## src/itrd_pkg.sv

```systemverilog
// shared types and constants for the integer to radix digits block
// no dependencies; imported by every other source file in the project
`timescale 1ns / 1ps

package itrd_pkg;

	localparam int DATA_W   = 32;
	localparam int RADIX_W  = 5;
	localparam int CHAR_W   = 7;
	localparam int CFG_W    = 64;
	localparam int CFG_IDX_W = 2;

	// register indexes on the configuration port
	localparam logic [CFG_IDX_W-1:0] REG_LENGTH = 2'd0;
	localparam logic [CFG_IDX_W-1:0] REG_LOW    = 2'd1;
	localparam logic [CFG_IDX_W-1:0] REG_HIGH   = 2'd2;

	// character codes
	localparam logic [7:0] CHAR_PLUS  = 8'h2b;
	localparam logic [7:0] CHAR_MINUS = 8'h2d;
	localparam logic [7:0] CHAR_FIRST = 8'd32;

	// result of one division pass
	typedef struct packed {
		logic              done;
		logic [DATA_W-1:0] quot;
		logic [RADIX_W-1:0] rem;
	} div_res_t;

endpackage

```

## src/integer_to_radix_digits.sv

```systemverilog
// top level: signed 32-bit integer to text in a configurable radix
// depends on itrd_pkg and instantiates the shared divider itrd_div
`timescale 1ns / 1ps

// usage
// - config port: cfg_we writes cfg_data into register cfg_index (0 alphabet
//   length, 1 characters 0..7, 2 characters 8..15); write only while idle
// - input channel: in_valid/in_ready/value; in_ready is high only while the
//   block has no value in work, one value is converted at a time
// - output channel: out_valid/out_ready/out_char/last_char; one transfer per
//   character, optional '-' first, then digits most significant first,
//   last_char set on the final character
// - an alphabet that fails the check gives no transfers; the value is dropped
// - each digit takes one pass of the bit-serial divider (one quotient bit a
//   cycle); all digits of a value are found before its first character,
//   then one character per cycle while the receiver keeps out_ready high
// - the output register parts both sides: a new value is taken while the
//   final character still waits for its transfer
// - a stalled receiver holds the character in the output register and the
//   emit sequencer waits
// - reset clears the configuration to zero, so nothing is emitted until a
//   valid alphabet is written

module integer_to_radix_digits
	import itrd_pkg::*;
#(
	parameter int MAX_ALPHABET = 16
) (
	input  logic                   clk,
	input  logic                   arst_n,
	// configuration write port
	input  logic                   cfg_we,
	input  logic [CFG_IDX_W-1:0]   cfg_index,
	input  logic [CFG_W-1:0]       cfg_data,
	// input channel
	input  logic                   in_valid,
	output logic                   in_ready,
	input  logic signed [DATA_W-1:0] value,
	// output channel
	output logic                   out_valid,
	input  logic                   out_ready,
	output logic [CHAR_W-1:0]      out_char,
	output logic                   last_char
);

	typedef enum logic [1:0] {
		S_IDLE,
		S_DIV,
		S_EMIT
	} state_t;

	state_t state_q;

	// configuration registers
	logic [RADIX_W-1:0] alpha_len_q;
	logic [CFG_W-1:0]   alpha_low_q;
	logic [CFG_W-1:0]   alpha_high_q;
	logic [2*CFG_W-1:0] alpha_bytes;

	// conversion state
	logic               neg_q;
	logic               sign_pend_q;
	logic [5:0]         nd_q;        // digits stored, up to 32
	logic [DATA_W-1:0]  dividend_q;
	logic               div_start_q;
	logic [3:0]         digits_q [32];

	// output register
	logic               out_valid_q;
	logic [CHAR_W-1:0]  out_char_q;
	logic               last_q;

	logic               alpha_ok;
	logic [4:0]         rd_idx;
	logic [3:0]         rd_digit;
	logic [5:0]         nd_dec;
	logic               out_free;
	div_res_t           div_res;

	assign alpha_bytes = {alpha_high_q, alpha_low_q};

	// alphabet check: length, character range, sign characters and pairwise duplicates
	always_comb begin
		logic [7:0] ci;
		logic       bad;
		bad = 1'b0;
		for (int i = 0; i < 16; i++) begin
			ci = alpha_bytes[i*8 +: 8];
			if (5'(i) < alpha_len_q) begin
				if (ci < CHAR_FIRST || ci[7] || ci == CHAR_PLUS || ci == CHAR_MINUS)
					bad = 1'b1;
				for (int j = i + 1; j < 16; j++) begin
					if (5'(j) < alpha_len_q && alpha_bytes[j*8 +: 8] == ci)
						bad = 1'b1;
				end
			end
		end
		alpha_ok = !bad && alpha_len_q >= 5'd2 && alpha_len_q <= 5'(MAX_ALPHABET);
	end

	itrd_div u_div (
		.clk      (clk),
		.arst_n   (arst_n),
		.start    (div_start_q),
		.dividend (dividend_q),
		.divisor  (alpha_len_q),
		.res      (div_res)
	);

	// digits come out least significant first, read back from the top
	assign nd_dec   = nd_q - 6'd1;
	assign rd_idx   = nd_dec[4:0];
	assign rd_digit = digits_q[rd_idx];
	assign out_free = !out_valid_q || out_ready;

	assign in_ready  = state_q == S_IDLE;
	assign out_valid = out_valid_q;
	assign out_char  = out_char_q;
	assign last_char = last_q;

	always_ff @(posedge clk or negedge arst_n) begin
		if (!arst_n) begin
			state_q      <= S_IDLE;
			alpha_len_q  <= '0;
			alpha_low_q  <= '0;
			alpha_high_q <= '0;
			neg_q        <= 1'b0;
			sign_pend_q  <= 1'b0;
			nd_q         <= '0;
			dividend_q   <= '0;
			div_start_q  <= 1'b0;
			out_valid_q  <= 1'b0;
			out_char_q   <= '0;
			last_q       <= 1'b0;
		end else begin
			if (cfg_we) begin
				case (cfg_index)
					REG_LENGTH: alpha_len_q  <= cfg_data[RADIX_W-1:0];
					REG_LOW:    alpha_low_q  <= cfg_data;
					REG_HIGH:   alpha_high_q <= cfg_data;
					default: ;
				endcase
			end

			// transfer done frees the output register; while emitting, the
			// sequencer decides whether it is refilled
			if (out_valid_q && out_ready && state_q != S_EMIT)
				out_valid_q <= 1'b0;

			case (state_q)
				S_IDLE: begin
					div_start_q <= in_valid && alpha_ok;
					if (in_valid && alpha_ok) begin
						neg_q       <= value[DATA_W-1];
						dividend_q  <= value[DATA_W-1] ? (~value + 32'd1) : value;
						nd_q        <= '0;
						state_q     <= S_DIV;
					end
				end
				S_DIV: begin
					div_start_q <= div_res.done && div_res.quot != '0 && nd_q != 6'd31;
					if (div_res.done) begin
						nd_q <= nd_q + 6'd1;
						if (div_res.quot == '0 || nd_q == 6'd31) begin
							sign_pend_q <= neg_q;
							state_q     <= S_EMIT;
						end else begin
							dividend_q  <= div_res.quot;
						end
					end
				end
				S_EMIT: begin
					div_start_q <= 1'b0;
					if (out_free) begin
						out_valid_q <= 1'b1;
						if (sign_pend_q) begin
							out_char_q  <= CHAR_MINUS[CHAR_W-1:0];
							last_q      <= 1'b0;
							sign_pend_q <= 1'b0;
						end else begin
							out_char_q <= alpha_bytes[{rd_digit, 3'b000} +: CHAR_W];
							last_q     <= nd_q == 6'd1;
							nd_q       <= nd_dec;
							if (nd_q == 6'd1)
								state_q <= S_IDLE;
						end
					end
				end
				default: begin
					div_start_q <= 1'b0;
					state_q     <= S_IDLE;
				end
			endcase
		end
	end

	// digit store, written as each remainder comes out
	always_ff @(posedge clk) begin
		if (state_q == S_DIV && div_res.done)
			digits_q[nd_q[4:0]] <= div_res.rem[3:0];
	end

	// digit count stays within the store
	a_nd_range: assert property (@(posedge clk) disable iff (!arst_n)
		nd_q <= 6'd32)
		else $error("digit count beyond store depth");

	// divider finishes only while the sequencer waits for it
	a_done_in_div: assert property (@(posedge clk) disable iff (!arst_n)
		div_res.done |-> state_q == S_DIV)
		else $error("divider done outside divide state");

	// emitting digits always has one left to send
	a_emit_digits: assert property (@(posedge clk) disable iff (!arst_n)
		(state_q == S_EMIT && !sign_pend_q) |-> nd_q != 6'd0)
		else $error("emit state with no digit left");

	// a value with a bad alphabet is dropped without work
	a_bad_alpha_drop: assert property (@(posedge clk) disable iff (!arst_n)
		(in_valid && in_ready && !alpha_ok) |=> (state_q == S_IDLE && !div_start_q))
		else $error("bad alphabet value started a conversion");

endmodule

```

## src/itrd_div.sv

```systemverilog
// bit-serial restoring divider, 32-bit dividend by a 5-bit divisor
// depends on itrd_pkg for widths and the div_res_t result struct
`timescale 1ns / 1ps

module itrd_div
	import itrd_pkg::*;
(
	input  logic               clk,
	input  logic               arst_n,
	input  logic               start,
	input  logic [DATA_W-1:0]  dividend,
	input  logic [RADIX_W-1:0] divisor,
	output div_res_t           res
);

	logic [DATA_W-1:0]  quot_q;
	logic [RADIX_W-1:0] rem_q;
	logic [RADIX_W-1:0] div_q;
	logic [4:0]         cnt_q;
	logic               busy_q;
	logic               done_q;

	logic [RADIX_W:0] trial;
	logic [RADIX_W:0] diff;
	logic             ge;

	assign trial = {rem_q, quot_q[DATA_W-1]};
	assign ge    = trial >= {1'b0, div_q};
	assign diff  = trial - {1'b0, div_q};

	always_ff @(posedge clk or negedge arst_n) begin
		if (!arst_n) begin
			busy_q <= 1'b0;
			done_q <= 1'b0;
			cnt_q  <= '0;
		end else begin
			done_q <= 1'b0;
			if (start) begin
				busy_q <= 1'b1;
				cnt_q  <= '0;
			end else if (busy_q) begin
				cnt_q <= cnt_q + 5'd1;
				if (cnt_q == 5'd31) begin
					busy_q <= 1'b0;
					done_q <= 1'b1;
				end
			end
		end
	end

	// datapath, one quotient bit a cycle
	always_ff @(posedge clk) begin
		if (start) begin
			quot_q <= dividend;
			rem_q  <= '0;
			div_q  <= divisor;
		end else if (busy_q) begin
			quot_q <= {quot_q[DATA_W-2:0], ge};
			rem_q  <= ge ? diff[RADIX_W-1:0] : trial[RADIX_W-1:0];
		end
	end

	assign res.done = done_q;
	assign res.quot = quot_q;
	assign res.rem  = rem_q;

endmodule

```

## config.mk

```make
export PLATFORM = sky130hd
export DESIGN_NAME = integer_to_radix_digits
export DESIGN_NICKNAME = d
export VERILOG_FILES = /design/src/itrd_pkg.sv /design/src/integer_to_radix_digits.sv /design/src/itrd_div.sv
export SDC_FILE = /design/constraint.sdc
export NUM_CORES = 1
export LEC_CHECK = 0
export BUFFER_PORTS_ARGS = -buffer_cell sky130_fd_sc_hd__buf_2
export CELL_PAD_IN_SITES_DETAIL_PLACEMENT = 0
export CELL_PAD_IN_SITES_GLOBAL_PLACEMENT = 2
export CORE_ASPECT_RATIO = 0.5
export CORE_MARGIN = 5
export CORE_UTILIZATION = 38
export CTS_CLUSTER_DIAMETER = 120
export DETAILED_ROUTE_END_ITERATION = 7
export GPL_TIMING_DRIVEN = 0
export PLACE_DENSITY_LB_ADDON = 0.1
export SETUP_SLACK_MARGIN = 0.05
export SKIP_CTS_REPAIR_TIMING = 1
export SLEW_MARGIN = 25
export SYNTH_ARGS = -nofsm -noshare
export SYNTH_HDL_FRONTEND = slang
export SYNTH_SLANG_ARGS = --single-unit
```

## constraint.sdc

```tcl
create_clock -name clk -period 4.7 [get_ports clk]
set_input_delay 0.94 -clock clk [delete_from_list [all_inputs] [get_ports clk]]
set_output_delay 0.94 -clock clk [all_outputs]
set_load 0.05 [all_outputs]
```

Word level (Yosys, flattened, before mapping)
Memory sizes are Yosys's and may differ from the RTL's.
Index checks and enable logic that the tools add are counted.
- bits of input ports: 103
- memories kept: 1
- output and inout port bits: 10
- register bits after elaboration: 234
- memory bits (writable): 128
- memories (memory ; depth ; width ; rd ports ; clocked after Yosys merged registers in ; wr ports ; RTL line ; text):
    digits_q ; 32 ; 4 ; 1 ; 0 ; 1 ; integer_to_radix_digits.sv:66 ; logic [3:0] digits_q [32];
- $add $sub $neg: 5
- reductions and logical operators: 197
- multiplexer cells: 192
- equal/unequal tests: 168
- bitwise logic cells: 1
- shift operators: 1
- $lt $le $gt $ge: 35
- operators by type and width (kind ; count):
    equality test 8 bit ; 120
    equality test 8 x 6 -> 1 bit, second input constant ; 32
    two-way mux 32 bit ; 6
    two-way mux 1 bit ; 167
    logical AND 1 bit ; 128
    less-than comparator 8 x 6 -> 1 bit, second input constant ; 16
    variable part select 128 x 8 -> 7 bit ; 1
    case mux 32 bit (2 select lines) ; 1
    logical OR 1 bit ; 50
    less-than comparator 4 x 5 -> 1 bit, first input constant ; 8
    adder 32 x 1 -> 32 bit, second input constant ; 1
    zero test 32 bit ; 1
    NOT 32 bit ; 1
    nonzero test 32 bit ; 1
    two-way mux 6 bit ; 4
    less-than comparator 3 x 5 -> 1 bit, first input constant ; 4
    case mux 6 bit (3 select lines) ; 1
    two-way mux 5 bit ; 3
    two-way mux 2 bit ; 6
    inequality test 2 bit, second input constant ; 6
    less-than comparator 1 x 5 -> 1 bit, first input constant ; 2
    less-than comparator 2 x 5 -> 1 bit, first input constant ; 2
    AND reduction 2 bit ; 5
    AND reduction 4 bit ; 2
    23 further kinds ; 31

Depth between registers and ports, before layout
- depth in word-level cells: 162
- mapped depth: 16
- mapped depth without buffers: 12

Cells and area by module
A second synthesis with hierarchy kept.
- cells, all modules: 2867
- area, all modules: 29390.7 um2
- by module, submodules not included (module ; instances ; area an instance (um2) ; cells each):
    integer_to_radix_digits ; 1 ; 27098.5 ; 2709
    itrd_div ; 1 ; 2292.2 ; 158

Worst setup path before layout
No wires, ideal clock.
- path type: register to register
- start point: register nd_q[0]
- end point: register out_char_q[0], in the netlist out_char[0]
- slack: -0.115 ns
- clock period less this slack: 4.815 ns
- stages on the path, launching flop included: 16
- arrival time: 4.694 ns
- cell sequence: dfrtp_1 > buf_1 > clkbuf_1 > inv_1 > ha_1 > clkbuf_1 > clkbuf_1 > mux4_2 > mux4_2 > mux2i_1 > buf_2 > buf_2 > mux2i_1 > o22ai_1 > nor3_1 > nor2_1
- word-level cells in the longest chain between the ends: 4
- ends and longest elaborated chain (item ; RTL line ; text):
    from (decl) ; integer_to_radix_digits.sv:63 ; logic [5:0] nd_q;
    from (signal assigned) ; integer_to_radix_digits.sv:163 ; nd_q <= nd_q + 6'd1;
    from (signal assigned) ; integer_to_radix_digits.sv:183 ; nd_q <= nd_dec;
    subtractor 6 x 1 -> 6 bit ; integer_to_radix_digits.sv:111 ; assign nd_dec = nd_q - 6'd1;
    memory read (32 x 4 bit) ; -- ;
    variable part select 128 x 8 -> 7 bit ; integer_to_radix_digits.sv:181 ; out_char_q <= alpha_bytes[{rd_digit, 3'b000} +: CHAR_W];
    two-way mux 7 bit ; integer_to_radix_digits.sv:176 ; if (sign_pend_q) begin
    to (signal assigned) ; integer_to_radix_digits.sv:177 ; out_char_q <= CHAR_MINUS[CHAR_W-1:0];
    to (signal assigned) ; integer_to_radix_digits.sv:181 ;
    to (decl) ; integer_to_radix_digits.sv:70 ; logic [CHAR_W-1:0] out_char_q;
Every way passes these cells.
A chain may end at the register's enable or synchronous reset.

Worst setup path after layout
- start point: register alpha_len_q[2]
- end point: register dividend_q[11]
- word-level cells in the longest chain between the ends: 159
- ends and longest elaborated chain (item ; RTL line ; text):
    from (decl) ; integer_to_radix_digits.sv:55 ; logic [RADIX_W-1:0] alpha_len_q;
    from (signal assigned) ; integer_to_radix_digits.sv:138 ; REG_LENGTH: alpha_len_q <= cfg_data[RADIX_W-1:0];
    less-than comparator 1 x 5 -> 1 bit ; integer_to_radix_digits.sv:89, integer_to_radix_digits.sv:93 ;
    logical AND 1 bit ; integer_to_radix_digits.sv:93 ; if (5'(j) < alpha_len_q && alpha_bytes[j*8 +: 8] == ci)
    two-way mux 1 bit (15 in series) ; integer_to_radix_digits.sv:93 ;
    two-way mux 1 bit ; integer_to_radix_digits.sv:89 ; if (5'(i) < alpha_len_q) begin
    two-way mux 1 bit ; integer_to_radix_digits.sv:90 ; if (ci < CHAR_FIRST || ci[7] || ci == CHAR_PLUS || ci == CHAR_MINUS)
    two-way mux 1 bit (14 in series) ; integer_to_radix_digits.sv:93 ;
    two-way mux 1 bit ; integer_to_radix_digits.sv:89 ;
    two-way mux 1 bit ; integer_to_radix_digits.sv:90 ;
    (+116 left out) ; -- ;
    two-way mux 1 bit ; integer_to_radix_digits.sv:90 ;
    two-way mux 1 bit ; integer_to_radix_digits.sv:89 ;
    zero test 1 bit ; integer_to_radix_digits.sv:98 ; alpha_ok = !bad && alpha_len_q >= 5'd2 && alpha_len_q <= 5'(MAX_ALPHABET);
    logical AND 1 bit ; integer_to_radix_digits.sv:98 ;
    logical AND 1 bit (*) ; integer_to_radix_digits.sv:98 ;
    logical AND 1 bit (*) ; integer_to_radix_digits.sv:153 ; if (in_valid && alpha_ok) begin
    inequality test 2 x 1 -> 1 bit (no source line) (*) ; -- ;
    AND reduction 4 bit (no source line) (*) ; -- ;
    to (signal assigned) ; integer_to_radix_digits.sv:155 ; dividend_q <= value[DATA_W-1] ? (~value + 32'd1) : value;
    to (signal assigned) ; integer_to_radix_digits.sv:168 ; dividend_q <= div_res.quot;
    to (decl) ; integer_to_radix_digits.sv:64 ; logic [DATA_W-1:0] dividend_q;
Mark *: on every way between the ends. The rest lies on a longest branch, timed or not.

==> out/qor.tcl <==
set qor(status) {finished clean}
set qor(crit_path_end_kind) {register}
set qor(cts.path.max_buffers) 3
set qor(async_reset_ff_share_pct) 53.0
set qor(wl_met3_um) 15400
set qor(vdd_drop_max_v) 0.000294
set qor(stdcell_count) 4120
set qor(drv_slew) 0
set qor(synth_top_cell_by_area) {sky130_fd_sc_hd__xnor2_1}
set qor(grt_overflow_total) 0
set qor(skew_ns) 0.0570
set qor(pwr_density_cell_nw_per_um2) 549
set qor(critical_path_required_ns) 5.19
set qor(die_area_um2) 83100
set qor(max_freq_mhz) 213
set qor(dp_cells) 4034
set qor(layout.nets) 3171
set qor(finalSetupViolCount) 0
set qor(std_cell_rows) 72
set qor(floorplan.die.height_um) 206
set qor(worst_setup_path_start_kind) {register}
set qor(timing.critical_path.arrival_ns) 5.18
set qor(detailroute.wirelength.met2_um) 57100
set qor(grt_first_pass_wirelength_um) 192000
set qor(rsz0062_at_grt) {no}
set qor(viasPerCell) 5.98
set qor(detail_route.first_pass.iterations) 6
set qor(max_transition_margin_pct) 19.8
set qor(timing.critical_path.cells) {buf_2 -> a31oi_4 -> buf_6 -> nor3_1 -> nor4_2 -> and4_1 -> o211ai_1 -> a2111o_1 -> o31ai_4 -> nand2_2 -> buf_6 -> mux2_4}
set qor(worstSkewPairLatency_ns) 0.64
set qor(drt_first_iter_violations) 3323
set qor(cell_area_reported_after_detailed_placement_um2) 31300
set qor(design_power_total_w) 0.0181
set qor(initial_utilization_pct) 38.1
set qor(synth_edf_count) 165
set qor(die_w_um) 403
set qor(syn-cell-area_um2) 29300
set qor(crit_path_max_fanout) 10
set qor(core-area_um2) 76800
set qor(timing.critical_path.mode_cell) {sky130_fd_sc_hd__buf_6}
set qor(vias) 24600
set qor(gp_routability_congestion) 1.01
set qor(final.setup.worst_slack_ns) 0.00893
set qor(worst_pin_slew_ns) 1.20
set qor(pre_cts_slack_ns) -2.21
set qor(hpwlAfterDp_um) 92600
set qor(clk_pin_slew_worst_paths_ns) 0.07
set qor(antenna_violations_before_repair) 4
set qor(route.antenna.remaining_nets) 0
set qor(ys_ff_latch) 362
set qor(post-route-period-util_pct) 99.8
set qor(syn-mean-instance-area_um2) 10.2
set qor(area.growth.synth_to_final_pct) 12.6
set qor(portbufs) 112
set qor(cts_tree) {done}
set qor(cts-buffers-inserted) 40
set qor(finalHoldViolations) 0
set qor(h-tree-depth) 2
set qor(synthCells) 2883
set qor(drive_above_1_share_pct) 23.2
set qor(cts.sinks) 362
set qor(netlist_top_cells_area) {sky130_fd_sc_hd__xnor2_1 (21%), sky130_fd_sc_hd__edfxtp_1 (17%), sky130_fd_sc_hd__dfrtp_1 (16%)}
set qor(grt_max_degree) 81
set qor(highest-signal-layer) {met5}
set qor(hold_class) {input port to async pin}
set qor(grt_util_all_layers_pct) 32.7
set qor(leakagePower_nw) 11.8
set qor(fin_crit_ns) 4.69
set qor(grt_pass1_vias) 23700
set qor(drcViolationCount) 0
set qor(yosysWarningCount) 0
set qor(synth.net_count) 3004
set qor(wire_per_inst_um) 33.7
set qor(max-cap-violations) 0
set qor(yosys.cell_types.count) 72
set qor(crit_slowest_cell) {sky130_fd_sc_hd__nor4_2}
set qor(clk_tree_root_cell) {sky130_fd_sc_hd__clkbuf_16}
set qor(synthDominantCellAreaShare_pct) 21.3
set qor(seq_area_frac_synth_pct) 33.6
set qor(routed_wire_length_um) 139000
set qor(worst_path_largest_cell_delay_ns) 0.60
set qor(final_design_area_no_fill_um2) 33000
set qor(synth_ff_type) {sky130_fd_sc_hd__dfrtp_1}
set qor(number_of_top_level_pins) 113
set qor(routedLengthMet1_um) 59900
set qor(type_of_the_worst_setup_path) {register to register}
[final timing paths]
kind                                start                to  cells past startpoint  slack (ns)
max in group asynchronous          arst_n  alpha_high_q[32]                      2        3.63
min in group clk           dividend_q[23]    dividend_q[23]                      1        0.51
setup reg to reg           alpha_len_q[2]    dividend_q[11]                     12       0.009
setup / recovery           alpha_len_q[2]    dividend_q[11]                     12       0.009
hold reg to reg            dividend_q[23]    dividend_q[23]                      1        0.51
hold / removal                     arst_n    dividend_q[10]                      1        0.22
[where the power goes]
group	total, W	switching, W	internal (W)
clock network	0.00328	0.00151	0.00177
registers	0.00454	0.000466	0.00407
logic	0.0103	0.00633	0.00396
total	0.0181	0.00831	0.00980
[flip-flops by register name (all words and copies together), names as in the netlist]
| name | cells |
|---|---|
| alpha_high_q | 64 |
| alpha_len_q | 5 |
| alpha_low_q | 64 |
| digits_q | 128 |
| div_start_q | 1 |
| dividend_q | 32 |
| last_char | 1 |
| nd_q | 6 |
| neg_q | 1 |
| out_char | 7 |
| out_valid | 1 |
| sign_pend_q | 1 |
| state_q | 2 |
| u_div.busy_q | 1 |
| u_div.cnt_q | 5 |
| u_div.div_q | 5 |
| u_div.done_q | 1 |
| u_div.quot_q | 32 |
| u_div.rem_q | 5 |
[cells in the mapped netlist, types with 6 or more instances]
master and count:
sky130_fd_sc_hd__nor2b_1 15, sky130_fd_sc_hd__xor2_1 290, sky130_fd_sc_hd__or4_1 9, sky130_fd_sc_hd__buf_4 8, sky130_fd_sc_hd__mux2_4 29, sky130_fd_sc_hd__dfrtp_1 192
sky130_fd_sc_hd__a22oi_1 18, sky130_fd_sc_hd__o41ai_1 6, sky130_fd_sc_hd__mux2i_1 61, sky130_fd_sc_hd__clkbuf_1 60, sky130_fd_sc_hd__o21ai_0 55, sky130_fd_sc_hd__buf_1 51
sky130_fd_sc_hd__ha_1 17, sky130_fd_sc_hd__nand4b_1 13, sky130_fd_sc_hd__buf_2 206, sky130_fd_sc_hd__inv_1 22, sky130_fd_sc_hd__a21oi_1 31, sky130_fd_sc_hd__nand4_1 171
sky130_fd_sc_hd__nor4_1 86, sky130_fd_sc_hd__a211oi_1 8, sky130_fd_sc_hd__nand2b_1 8, sky130_fd_sc_hd__o31a_1 6, sky130_fd_sc_hd__o31ai_1 12, sky130_fd_sc_hd__o211ai_1 6
sky130_fd_sc_hd__xnor2_1 713, sky130_fd_sc_hd__a31oi_1 13, sky130_fd_sc_hd__nor3_1 92, sky130_fd_sc_hd__nand3_1 38, sky130_fd_sc_hd__mux2_2 177, sky130_fd_sc_hd__nor2_1 75
sky130_fd_sc_hd__or3_1 9, sky130_fd_sc_hd__nand2_1 97, sky130_fd_sc_hd__edfxtp_1 165, sky130_fd_sc_hd__mux4_2 40
[logic make-up (layout without fill, tap and decap cells)]
group	Yosys count	in the layout	share of synthesized area (%)
other cells	0	2	0
fa+ha+maj	18	18	0.794
compound gates	203	203	4.70
xor+xnor	1003	1003	30.0
mux	307	307	13.4
simple gates	640	640	11.9
flops	362	362	33.6
buf+inv	350	549	5.54
[cell type report]
class / instances / area [µm²]
timing repair buffer: 126 / 757
multi-input combinational: 2171 / 18100
clock buffer: 54 / 1080
tap: 1036 / 1300
sequential: 362 / 9860
antenna: 2 / 5.00
fill: 7478 / 43800
buffer: 327 / 1630
inverter: 22 / 82.6
clock inverter: 20 / 226
[cell usage in the layout, fill, tap and decap left out, types with 38 or more instances in the layout]
cell | synthesis | final
sky130_fd_sc_hd__nand3_1 | 38 | 38
sky130_fd_sc_hd__nor2_1 | 75 | 74
sky130_fd_sc_hd__nand4_1 | 171 | 171
sky130_fd_sc_hd__nor3_1 | 92 | 89
sky130_fd_sc_hd__clkbuf_1 | 60 | 56
sky130_fd_sc_hd__mux4_2 | 40 | 40
sky130_fd_sc_hd__nand2_1 | 97 | 97
sky130_fd_sc_hd__edfxtp_1 | 165 | 165
sky130_fd_sc_hd__clkbuf_16 | 0 | 40
sky130_fd_sc_hd__mux2_2 | 177 | 177
sky130_fd_sc_hd__mux2i_1 | 61 | 58
sky130_fd_sc_hd__nor4_1 | 86 | 82
sky130_fd_sc_hd__xnor2_1 | 713 | 711
sky130_fd_sc_hd__buf_2 | 206 | 328
sky130_fd_sc_hd__xor2_1 | 290 | 290
sky130_fd_sc_hd__o21ai_0 | 55 | 55
sky130_fd_sc_hd__dfrtp_1 | 192 | 192
[metrics by stage]
stage	utilization [%]	hold WS [ns]	TNS, ns
3_3_place_gp	40.6	0.487	-281.27
4_1_cts	42.4	0.215	-39.41
6_report	43.0	0.222	0
5_1_grt	42.9	0.223	0
3_5_place_dp	40.7	0.490	-38.11
2_1_floorplan	-	0.420	0
[layer usage]
| metal | GRT usage [%] | vias up |
|---|---|---|
| li1 | - | 10400 |
| met1 | 45.6 | 12400 |
| met2 | 47.6 | 1466 |
| met3 | 9.29 | 355 |
| met4 | 13.3 | 2 |
| met5 | 0.819 | - |
[worst max-delay path, delay by kind of cell (launching register included)]
kind	cells	cell delay, ns
buf+inv	3	0.85
mux	1	0.31
simple gates	4	1.38
compound gates	4	1.43
flops	1	0.58
Power figures use the tool's default switching activity.
